### src/rtl/a256c_pkg.sv
// Shared types, constants and helper functions for the AES-256 CFB128 byte-stream unit.
package a256c_pkg;

  // Number of AES-256 rounds after the initial key whitening.
  localparam int NumRounds = 14;
  localparam int RndW      = 4;

  // Configuration port geometry.
  localparam int CfgIdxW  = 3;
  localparam int CfgDataW = 64;

  // Configuration register indexes.
  localparam logic [CfgIdxW-1:0] CFG_KEY_WORD_0 = 3'd0;
  localparam logic [CfgIdxW-1:0] CFG_KEY_WORD_1 = 3'd1;
  localparam logic [CfgIdxW-1:0] CFG_KEY_WORD_2 = 3'd2;
  localparam logic [CfgIdxW-1:0] CFG_KEY_WORD_3 = 3'd3;

  // Op codes of an input transfer.
  localparam logic OP_ENCRYPT = 1'b0;
  localparam logic OP_DECRYPT = 1'b1;

  // Cipher state: byte i of the block is element i.
  typedef logic [15:0][7:0] block_t;
  // Key schedule window: eight consecutive 32-bit schedule words, oldest first.
  typedef logic [7:0][31:0] kwin_t;

  // Reset value of both feedback registers: Fibonacci numbers mod 256.
  localparam block_t FIB_INIT = {8'hdb, 8'h62, 8'h79, 8'he9, 8'h90, 8'h59, 8'h37, 8'h22,
                                 8'h15, 8'h0d, 8'h08, 8'h05, 8'h03, 8'h02, 8'h01, 8'h01};

  // Commands from the controller to the datapath.
  typedef struct packed {
    logic capture;  // latch the input transfer
    logic load;     // start a block: whitening and key window init
    logic round;    // run one AES round
    logic last;     // the round is the final one
    logic emit;     // produce the output byte and update the stream
  } cmd_t;

  // Status from the datapath to the controller.
  typedef struct packed {
    logic enc_off_zero;
    logic dec_off_zero;
  } sts_t;

  localparam logic [7:0] SBOX [256] = '{
    8'h63, 8'h7c, 8'h77, 8'h7b, 8'hf2, 8'h6b, 8'h6f, 8'hc5,
    8'h30, 8'h01, 8'h67, 8'h2b, 8'hfe, 8'hd7, 8'hab, 8'h76,
    8'hca, 8'h82, 8'hc9, 8'h7d, 8'hfa, 8'h59, 8'h47, 8'hf0,
    8'had, 8'hd4, 8'ha2, 8'haf, 8'h9c, 8'ha4, 8'h72, 8'hc0,
    8'hb7, 8'hfd, 8'h93, 8'h26, 8'h36, 8'h3f, 8'hf7, 8'hcc,
    8'h34, 8'ha5, 8'he5, 8'hf1, 8'h71, 8'hd8, 8'h31, 8'h15,
    8'h04, 8'hc7, 8'h23, 8'hc3, 8'h18, 8'h96, 8'h05, 8'h9a,
    8'h07, 8'h12, 8'h80, 8'he2, 8'heb, 8'h27, 8'hb2, 8'h75,
    8'h09, 8'h83, 8'h2c, 8'h1a, 8'h1b, 8'h6e, 8'h5a, 8'ha0,
    8'h52, 8'h3b, 8'hd6, 8'hb3, 8'h29, 8'he3, 8'h2f, 8'h84,
    8'h53, 8'hd1, 8'h00, 8'hed, 8'h20, 8'hfc, 8'hb1, 8'h5b,
    8'h6a, 8'hcb, 8'hbe, 8'h39, 8'h4a, 8'h4c, 8'h58, 8'hcf,
    8'hd0, 8'hef, 8'haa, 8'hfb, 8'h43, 8'h4d, 8'h33, 8'h85,
    8'h45, 8'hf9, 8'h02, 8'h7f, 8'h50, 8'h3c, 8'h9f, 8'ha8,
    8'h51, 8'ha3, 8'h40, 8'h8f, 8'h92, 8'h9d, 8'h38, 8'hf5,
    8'hbc, 8'hb6, 8'hda, 8'h21, 8'h10, 8'hff, 8'hf3, 8'hd2,
    8'hcd, 8'h0c, 8'h13, 8'hec, 8'h5f, 8'h97, 8'h44, 8'h17,
    8'hc4, 8'ha7, 8'h7e, 8'h3d, 8'h64, 8'h5d, 8'h19, 8'h73,
    8'h60, 8'h81, 8'h4f, 8'hdc, 8'h22, 8'h2a, 8'h90, 8'h88,
    8'h46, 8'hee, 8'hb8, 8'h14, 8'hde, 8'h5e, 8'h0b, 8'hdb,
    8'he0, 8'h32, 8'h3a, 8'h0a, 8'h49, 8'h06, 8'h24, 8'h5c,
    8'hc2, 8'hd3, 8'hac, 8'h62, 8'h91, 8'h95, 8'he4, 8'h79,
    8'he7, 8'hc8, 8'h37, 8'h6d, 8'h8d, 8'hd5, 8'h4e, 8'ha9,
    8'h6c, 8'h56, 8'hf4, 8'hea, 8'h65, 8'h7a, 8'hae, 8'h08,
    8'hba, 8'h78, 8'h25, 8'h2e, 8'h1c, 8'ha6, 8'hb4, 8'hc6,
    8'he8, 8'hdd, 8'h74, 8'h1f, 8'h4b, 8'hbd, 8'h8b, 8'h8a,
    8'h70, 8'h3e, 8'hb5, 8'h66, 8'h48, 8'h03, 8'hf6, 8'h0e,
    8'h61, 8'h35, 8'h57, 8'hb9, 8'h86, 8'hc1, 8'h1d, 8'h9e,
    8'he1, 8'hf8, 8'h98, 8'h11, 8'h69, 8'hd9, 8'h8e, 8'h94,
    8'h9b, 8'h1e, 8'h87, 8'he9, 8'hce, 8'h55, 8'h28, 8'hdf,
    8'h8c, 8'ha1, 8'h89, 8'h0d, 8'hbf, 8'he6, 8'h42, 8'h68,
    8'h41, 8'h99, 8'h2d, 8'h0f, 8'hb0, 8'h54, 8'hbb, 8'h16
  };

  // Multiplication by x in GF(2^8).
  function automatic logic [7:0] xtime(input logic [7:0] a);
    return {a[6:0], 1'b0} ^ (a[7] ? 8'h1b : 8'h00);
  endfunction

  function automatic logic [31:0] sub_word(input logic [31:0] w);
    return {SBOX[w[31:24]], SBOX[w[23:16]], SBOX[w[15:8]], SBOX[w[7:0]]};
  endfunction

  // XOR the round key held in the low four window words into the state.
  function automatic block_t add_round_key(input block_t s, input kwin_t w);
    block_t r;
    r = s;
    for (int c = 0; c < 4; c++) begin
      for (int j = 0; j < 4; j++) begin
        r[4*c+j] = s[4*c+j] ^ w[c][31-8*j -: 8];
      end
    end
    return r;
  endfunction

  // Advance the key window by four schedule words.
  function automatic kwin_t key_step(input kwin_t w, input logic rot, input logic [7:0] rcon);
    kwin_t      r;
    logic [31:0] f;
    if (rot) begin
      f = sub_word({w[7][23:0], w[7][31:24]}) ^ {rcon, 24'h000000};
    end else begin
      f = sub_word(w[7]);
    end
    r[0] = w[4];
    r[1] = w[5];
    r[2] = w[6];
    r[3] = w[7];
    r[4] = w[0] ^ f;
    r[5] = w[1] ^ w[0] ^ f;
    r[6] = w[2] ^ w[1] ^ w[0] ^ f;
    r[7] = w[3] ^ w[2] ^ w[1] ^ w[0] ^ f;
    return r;
  endfunction

  // One AES round: SubBytes, ShiftRows, MixColumns (skipped in the final round).
  function automatic block_t aes_round(input block_t s, input logic last);
    block_t sb;
    block_t sr;
    block_t mc;
    logic [7:0] a0, a1, a2, a3;
    for (int i = 0; i < 16; i++) begin
      sb[i] = SBOX[s[i]];
    end
    for (int c = 0; c < 4; c++) begin
      for (int r = 0; r < 4; r++) begin
        sr[r+4*c] = sb[r+4*((c+r)%4)];
      end
    end
    for (int c = 0; c < 4; c++) begin
      a0 = sr[4*c];
      a1 = sr[4*c+1];
      a2 = sr[4*c+2];
      a3 = sr[4*c+3];
      mc[4*c]   = xtime(a0) ^ xtime(a1) ^ a1 ^ a2 ^ a3;
      mc[4*c+1] = a0 ^ xtime(a1) ^ xtime(a2) ^ a2 ^ a3;
      mc[4*c+2] = a0 ^ a1 ^ xtime(a2) ^ xtime(a3) ^ a3;
      mc[4*c+3] = xtime(a0) ^ a0 ^ a1 ^ a2 ^ xtime(a3);
    end
    return last ? sr : mc;
  endfunction

endpackage

### src/rtl/a256c_ctrl.sv
// Controller state machine: sequences block encryption and byte output.
module a256c_ctrl (
  input  logic            clk_i,
  input  logic            rst_ni,
  input  logic            in_valid_i,
  output logic            in_ready_o,
  input  logic            op_i,
  output logic            out_valid_o,
  input  logic            out_ready_i,
  input  a256c_pkg::sts_t sts_i,
  output a256c_pkg::cmd_t cmd_o
);

  typedef enum logic [1:0] {
    S_IDLE,
    S_ROUND,
    S_EMIT
  } state_e;

  state_e                       state_q;
  logic [a256c_pkg::RndW-1:0]   rnd_q;
  logic                         out_valid_q;
  logic                         off_zero;

  // Offset of the stream that the incoming byte selects.
  assign off_zero = (op_i == a256c_pkg::OP_DECRYPT) ? sts_i.dec_off_zero : sts_i.enc_off_zero;

  assign in_ready_o  = (state_q == S_IDLE);
  assign out_valid_o = out_valid_q;

  // Command decode.
  always_comb begin
    cmd_o = '0;
    unique case (state_q)
      S_IDLE: begin
        cmd_o.capture = in_valid_i;
        cmd_o.load    = in_valid_i & off_zero;
      end
      S_ROUND: begin
        cmd_o.round = 1'b1;
        cmd_o.last  = (rnd_q == a256c_pkg::RndW'(a256c_pkg::NumRounds));
      end
      S_EMIT: begin
        cmd_o.emit = ~out_valid_q | out_ready_i;
      end
      default: begin
        cmd_o = '0;
      end
    endcase
  end

  // State, round counter and output valid.
  always_ff @(posedge clk_i or negedge rst_ni) begin
    if (!rst_ni) begin
      state_q     <= S_IDLE;
      rnd_q       <= '0;
      out_valid_q <= 1'b0;
    end else begin
      if (cmd_o.emit) begin
        out_valid_q <= 1'b1;
      end else if (out_ready_i) begin
        out_valid_q <= 1'b0;
      end
      unique case (state_q)
        S_IDLE: begin
          if (in_valid_i) begin
            if (off_zero) begin
              rnd_q   <= a256c_pkg::RndW'(1);
              state_q <= S_ROUND;
            end else begin
              state_q <= S_EMIT;
            end
          end
        end
        S_ROUND: begin
          if (cmd_o.last) begin
            state_q <= S_EMIT;
          end else begin
            rnd_q <= rnd_q + a256c_pkg::RndW'(1);
          end
        end
        S_EMIT: begin
          if (cmd_o.emit) begin
            state_q <= S_IDLE;
          end
        end
        default: begin
          state_q <= S_IDLE;
        end
      endcase
    end
  end

endmodule

### config.mk
export PLATFORM = sky130hd
export DESIGN_NAME = a256c_ctrl
export DESIGN_NICKNAME = d
export VERILOG_FILES = /design/src/rtl/a256c_pkg.sv /design/src/rtl/a256c_ctrl.sv
export SDC_FILE = /design/constraint.sdc
export NUM_CORES = 1
export LEC_CHECK = 0
export BUFFER_PORTS_ARGS = -buffer_cell sky130_fd_sc_hd__buf_2
export CORE_AREA = 2 2 39 41
export CTS_BUF_LIST = sky130_fd_sc_hd__clkbuf_2
export DETAILED_ROUTE_END_ITERATION = 8
export DIE_AREA = 0 0 41 43
export GPL_TIMING_DRIVEN = 0
export HOLD_SLACK_MARGIN = 0.12
export PLACE_DENSITY_LB_ADDON = 0.15
export SLEW_MARGIN = 20
export SYNTH_ARGS = -nofsm -noshare
export SYNTH_HDL_FRONTEND = slang
export SYNTH_SLANG_ARGS = --single-unit
### constraint.sdc
create_clock -name clk_i -period 1.7 [get_ports clk_i]
set_clock_uncertainty 0.2 [all_clocks]
set_input_delay 0.085 -clock clk_i [delete_from_list [all_inputs] [get_ports clk_i]]
set_output_delay 0.085 -clock clk_i [all_outputs]
set_load 0.02 [all_outputs]
==> run metrics, run 1 <==
Max Cap Viol 0; vias in the first global route 373; placed cell area 523 um^2; Post-Synthesis Cells 43; post-route cell area 593 um^2; Post-synth EDFFs 0; CTS buffer count 3; final worst setup slack -0.0108 ns; CTS H-tree depth 1; worst-margin pin slew 0.513 ns; CP startpoint kind flop; worst-skew pair later-pin latency 0.24 ns; Final min period 1.71 ns; RSZ-0062 raised after global routing yes; Placement Rows 14; Synth Register Bits 7; power density over the cells 1510 nW/um^2; worst rel slew slack 64.8%; endpoints failing hold 0; critical path fanouts, max 4; CTS tree done; DP Worst Slack -0.121 ns; remaining global-route overflow 0; pin count of the biggest net entering global routing 10; final cell count without fillers 81; WP data arrival 1.63 ns; Initial Util 31.3%; status complete, but fails checks; violated checks negative setup slack; CTS resizes 0; syn avg cell area 10.1 um^2; Pre-antenna DRT Iters 2; flop-to-flop setup slack -0.01 ns; clock root buffer master clkbuf_2; Die Ht 43 um; gr usage total 13.0%; Max Freq 585 MHz; Antenna Violating Nets Remaining 0; Slew Limit Fails 0; Pleak 0.309 nW; Synthesized Nets 52; Critical Path RT 1.62 ns; gpl congestion 0.764; CTS sink cnt 7; Layout Nets 75; Synth Flop Type dfrtp_1; port bufs 13; maximum VDD drop 714 uV; Final Cycle Share 101%; Die W 41 um; endpoints failing setup 1; Synthesis Warnings 0; Vias/cell 4.85; Synth cell types 24; CTS Buffer Depth 2; initial antenna violation count 0; Ports 14; drt drc 0; Worst Hold Class input port to flop; area grow syn2layout 37.0%; register area share after synthesis 40.5%; DR vias 393; critical path endpoint category flop; global-route wire length before repair 1540 um; Clk pin slew, worst setup/hold paths 0.08 ns; final WL 909 um; Core Footprint 1380 um^2; area of the mapped netlist 433 um^2; die area 1760 um^2; CP Class flop to flop; DP Cell Count 72; ANT cells 0; hold slack 0.205 ns; Post-DP HPWL 691 um; Async S/R FF share, synth 100%; 1st-iter DRT viols 7; drt wl/cell 11.2 um; ratio of cells with drive above 1 in the final layout 36.9%
placed cells by master, fill, tap and decap left out, types with 2 or more instances in the layout:
master / synthesis / routed
clkbuf_2: 1 / 4
dfrtp_1: 7 / 7
nand2_1: 3 / 3
inv_1: 4 / 4
buf_4: 0 / 2
nand3_1: 2 / 2
dlygate4sd3_1: 0 / 4
nor2b_1: 2 / 2
nand2b_1: 2 / 2
buf_2: 0 / 13
and3_1: 2 / 2
o22ai_1: 2 / 2
nor2_1: 3 / 2
metrics by stage:
| stage | utilization, % | total power (W) | TNS, ns |
|---|---|---|---|
| after floorplan | - | 0.000624 | -0.0599 |
| after global placement | 37.8 | 0.000736 | -0.147 |
| after detailed placement | 37.8 | 0.000736 | -0.150 |
| after CTS | 43.2 | 0.000905 | -0.0154 |
| after global routing | 42.9 | 0.000982 | -0.115 |
| final | 42.9 | 0.000896 | -0.0108 |
layer usage:
| layer | routed length, um | global-route usage [%] | vias up |
|---|---|---|---|
| met4 | 0 | 0 | 0 |
| li1 | - | - | 197 |
| met5 | 0 | 0 | - |
| met2 | 430 | 19.4 | 12 |
| met1 | 403 | 16.0 | 184 |
| met3 | 75 | 9.42 | 0 |
sequential cells by signal, indices dropped and copies added (netlist names):
signal       flops
out_valid_o      1
state_q          2
rnd_q            4
Yosys cell counts, types with 2 or more instances:
cell type / instances / share of area, %
nand3_1: 2 / 2.3
dfrtp_1: 7 / 40
ha_1: 2 / 5.8
nand2b_1: 2 / 2.9
nor2b_1: 2 / 2.9
o22ai_1: 2 / 2.9
inv_1: 4 / 3.5
nor2_1: 3 / 2.6
and3_1: 2 / 2.9
nand2_1: 3 / 2.6
layout make-up:
class	count	area [um^2]
clock buffers	4	20.0
fillers	149	791
multi-input cells	31	243
repair buffers	19	120
flip-flops and latches	7	175
well taps	16	20.0
inverters	4	15.0
where the power goes:
group | switching, W | internal [W]
clock | 0.0000633 | 0.0000624
combinational | 0.000244 | 0.000225
sequential | 0.0000699 | 0.000231
path summary, 6_finish.rpt:
check	startpoint	endpoint	cells past startpoint
setup / recovery	rnd_q[0]	rnd_q[1]	5
hold / removal	sts_i[1]	state_q[1]	4
setup reg to reg	rnd_q[0]	rnd_q[1]	5
hold reg to reg	out_valid_o	out_valid_o	2
max in group asynchronous	rst_ni	rnd_q[0]	3
min in group asynchronous	rst_ni	rnd_q[2]	3
cell families (layout without fill, tap and decap cells):
| family | Yosys count | in the layout | share of synthesized area (%) |
|---|---|---|---|
| AO/OA/AOI/OAI | 8 | 8 | 18.5 |
| XOR/XNOR | 2 | 2 | 4.05 |
| multiplexers | 1 | 1 | 2.31 |
| buffers and inverters | 5 | 27 | 4.62 |
| adder cells (fa/ha/maj) | 2 | 2 | 5.78 |
| flip-flops | 7 | 7 | 40.5 |
| AND/OR/NAND/NOR | 18 | 18 | 24.3 |
worst max-delay path, cell delays in order, from the launching register on:
cell,delay (ns)
dfrtp_1,0.34
inv_1,0.05
ha_2,0.18
and4_4,0.19
or3_4,0.38
a211o_1,0.26
timing repair:
item                                   in CTS  in global routing
setup endpoints to repair                   3                  3
buffers inserted                            2                  0
endpoints found under the hold margin      10                  0
hold buffers                                4                  0
pin swaps                                   1                  1
No activity file was read; power rests on OpenSTA's default activity.
==> run 2, diff against run 1 <==
--- a/config.mk
+++ b/config.mk
@@ -13,6 +13,7 @@
 export GPL_TIMING_DRIVEN = 0
 export HOLD_SLACK_MARGIN = 0.12
 export PLACE_DENSITY_LB_ADDON = 0.15
+export SETUP_SLACK_MARGIN = 0.1
 export SLEW_MARGIN = 20
 export SYNTH_ARGS = -nofsm -noshare
 export SYNTH_HDL_FRONTEND = slang
==> run 2 against run 1 <==
The run still ends with negative setup slack left. Worst setup slack gained 0.0080 ns. Power grew 4.1%. Worst hold slack gained 0.011 ns. Via count grew 2.8%. Count of clock-buffer cells in the layout is the same. Combinational power grew 9.8%. Critical endpoint unchanged.
==> run metrics, run 2 (synthesized netlist as in run 1, its figures left out) <==
endpoints failing setup 1 (unchanged); Post-DP HPWL 691 um (unchanged); worst-margin pin slew 0.528 ns (+0.0153 ns); post-route cell area 621 um^2 (+4.6%); ANT cells 0 (unchanged); status complete, but fails checks; commonest non-fill, non-tap cell in the layout buf_2; maximum VDD drop 739 uV (+3.5%); vias in the first global route 368 (-1.3%); hold path start sts_i[1]; Worst Hold Class input port to flop; global-route wire length before repair 1530 um (-0.46%); Clk pin slew, worst setup/hold paths 0.08 ns (about the same); critical path endpoint category flop; Slew Limit Fails 0 (unchanged); clock root buffer master clkbuf_2; Pre-antenna DRT Iters 3 (+1); 1st-iter DRT viols 3 (-4); drt drc 0 (unchanged); violated checks negative setup slack; gpl congestion 0.764 (about the same); commonest non-fill, non-tap cells in the layout buf_2, dfrtp_1, buf_4; CTS tree done; Initial Util 31.3% (unchanged); Critical Path RT 1.62 ns (about the same); WP data arrival 1.62 ns (about the same); Max Freq 587 MHz (+0.47%); Ports 14 (unchanged); critical path fanouts, max 4 (unchanged); Pleak 0.321 nW (+3.8%); CP Class flop to flop; area grow syn2layout 43.4%; Layout Nets 77 (+2.7%); Die W 41 um (unchanged); Die Ht 43 um (unchanged); remaining global-route overflow 0 (unchanged); Final Cycle Share 100% (-0.47 points); die area 1760 um^2 (unchanged); initial antenna violation count 0 (unchanged); CTS sink cnt 7 (unchanged); Max Cap Viol 0 (unchanged); endpoints failing hold 0 (unchanged); gr usage total 12.9% (-0.10 points); pin count of the biggest net entering global routing 10 (unchanged); final WL 927 um (+2.0%); Core Footprint 1380 um^2 (unchanged); DR vias 404 (+2.8%); post-route setup TNS -0.00273 ns (+0.00803 ns); ratio of cells with drive above 1 in the final layout 41.8% (+4.9 points); final worst setup slack -0.00273 ns (+0.00803 ns); worst-skew pair later-pin latency 0.24 ns (about the same); drt wl/cell 11.2 um (-0.48%); RSZ-0062 raised after global routing yes; CP startpoint kind flop; worst rel slew slack 63.8% (-1.0 points); Final min period 1.70 ns (-0.00803 ns); DP Worst Slack -0.121 ns (unchanged); max reg flops 4 (unchanged); Vias/cell 4.87 (+0.32%); CP startpoint rnd_q[0]; Placement Rows 14 (unchanged); CTS Buffer Depth 2 (unchanged); power density over the cells 1500 nW/um^2 (-0.56%); placed cell area 523 um^2 (unchanged); port bufs 13 (unchanged); CTS buffer count 3 (unchanged); CTS H-tree depth 1 (unchanged); Antenna Violating Nets Remaining 0 (unchanged); worst reg2reg startpoint rnd_q[0]; largest register by flop count rnd_q
[run 2: cell type report]
class / instances / area, um^2
Tap cell: 16 / 20.0
Fill cell: 145 / 763
Timing Repair Buffer: 20 / 135
Clock buffer: 4 / 20.0
Inverter: 4 / 15.0
Buffer: 1 / 5.00
Multi-Input combinational cell: 31 / 249
Sequential cell: 7 / 176
[run 2: worst paths after layout]
path | end | slack [ns] | cells after the start
worst max register to register | rnd_q[1] | -0.003 | 5
min in group asynchronous | rnd_q[2] | 0.59 | 3
worst max-delay path | rnd_q[1] | -0.003 | 5
max in group asynchronous | state_q[0] | 0.44 | 3
worst min-delay path | state_q[1] | 0.22 | 4
worst min register to register | out_valid_o | 0.32 | 2
[run 2: worst max-delay path: stages (launching register included)]
cell	delay [ns]
dfrtp_1	0.34
inv_1	0.04
ha_2	0.18
and4_4	0.19
or3_4	0.38
a211o_1	0.26
[run 2: routing by layer]
layer	global-route usage (%)	share of wire, %
met1	16.0	44
met2	19.1	48
met3	9.42	7.8
met4	0	0
met5	0	0
[run 2: report_power, final]
part	switching, W	internal [W]
clock network	0.0000616	0.0000624
logic	0.000264	0.000251
registers	0.0000604	0.000233
total	0.000386	0.000546
[run 2: metrics by stage]
| stage | hold slack (ns) | util, % | cells | power (W) |
|---|---|---|---|---|
| 2_1_floorplan | -0.411 | - | 43 | 0.000624 |
| 6_report | 0.215 | 44.8 | 83 | 0.000932 |
| 5_1_grt | 0.264 | 44.8 | 83 | 0.00102 |
| 3_3_place_gp | -0.271 | 37.8 | 72 | 0.000736 |
| 4_1_cts | 0.215 | 43.2 | 82 | 0.000907 |
| 3_5_place_dp | -0.272 | 37.8 | 72 | 0.000736 |
[run 2: repair_timing]
item	4_1_cts	5_1_grt
endpoints found under the hold margin	10	0
setup endpoints to repair	5	9
hold buffers	4	0
setup buffers	2	1
gates resized for setup	0	6
pin swaps	2	0
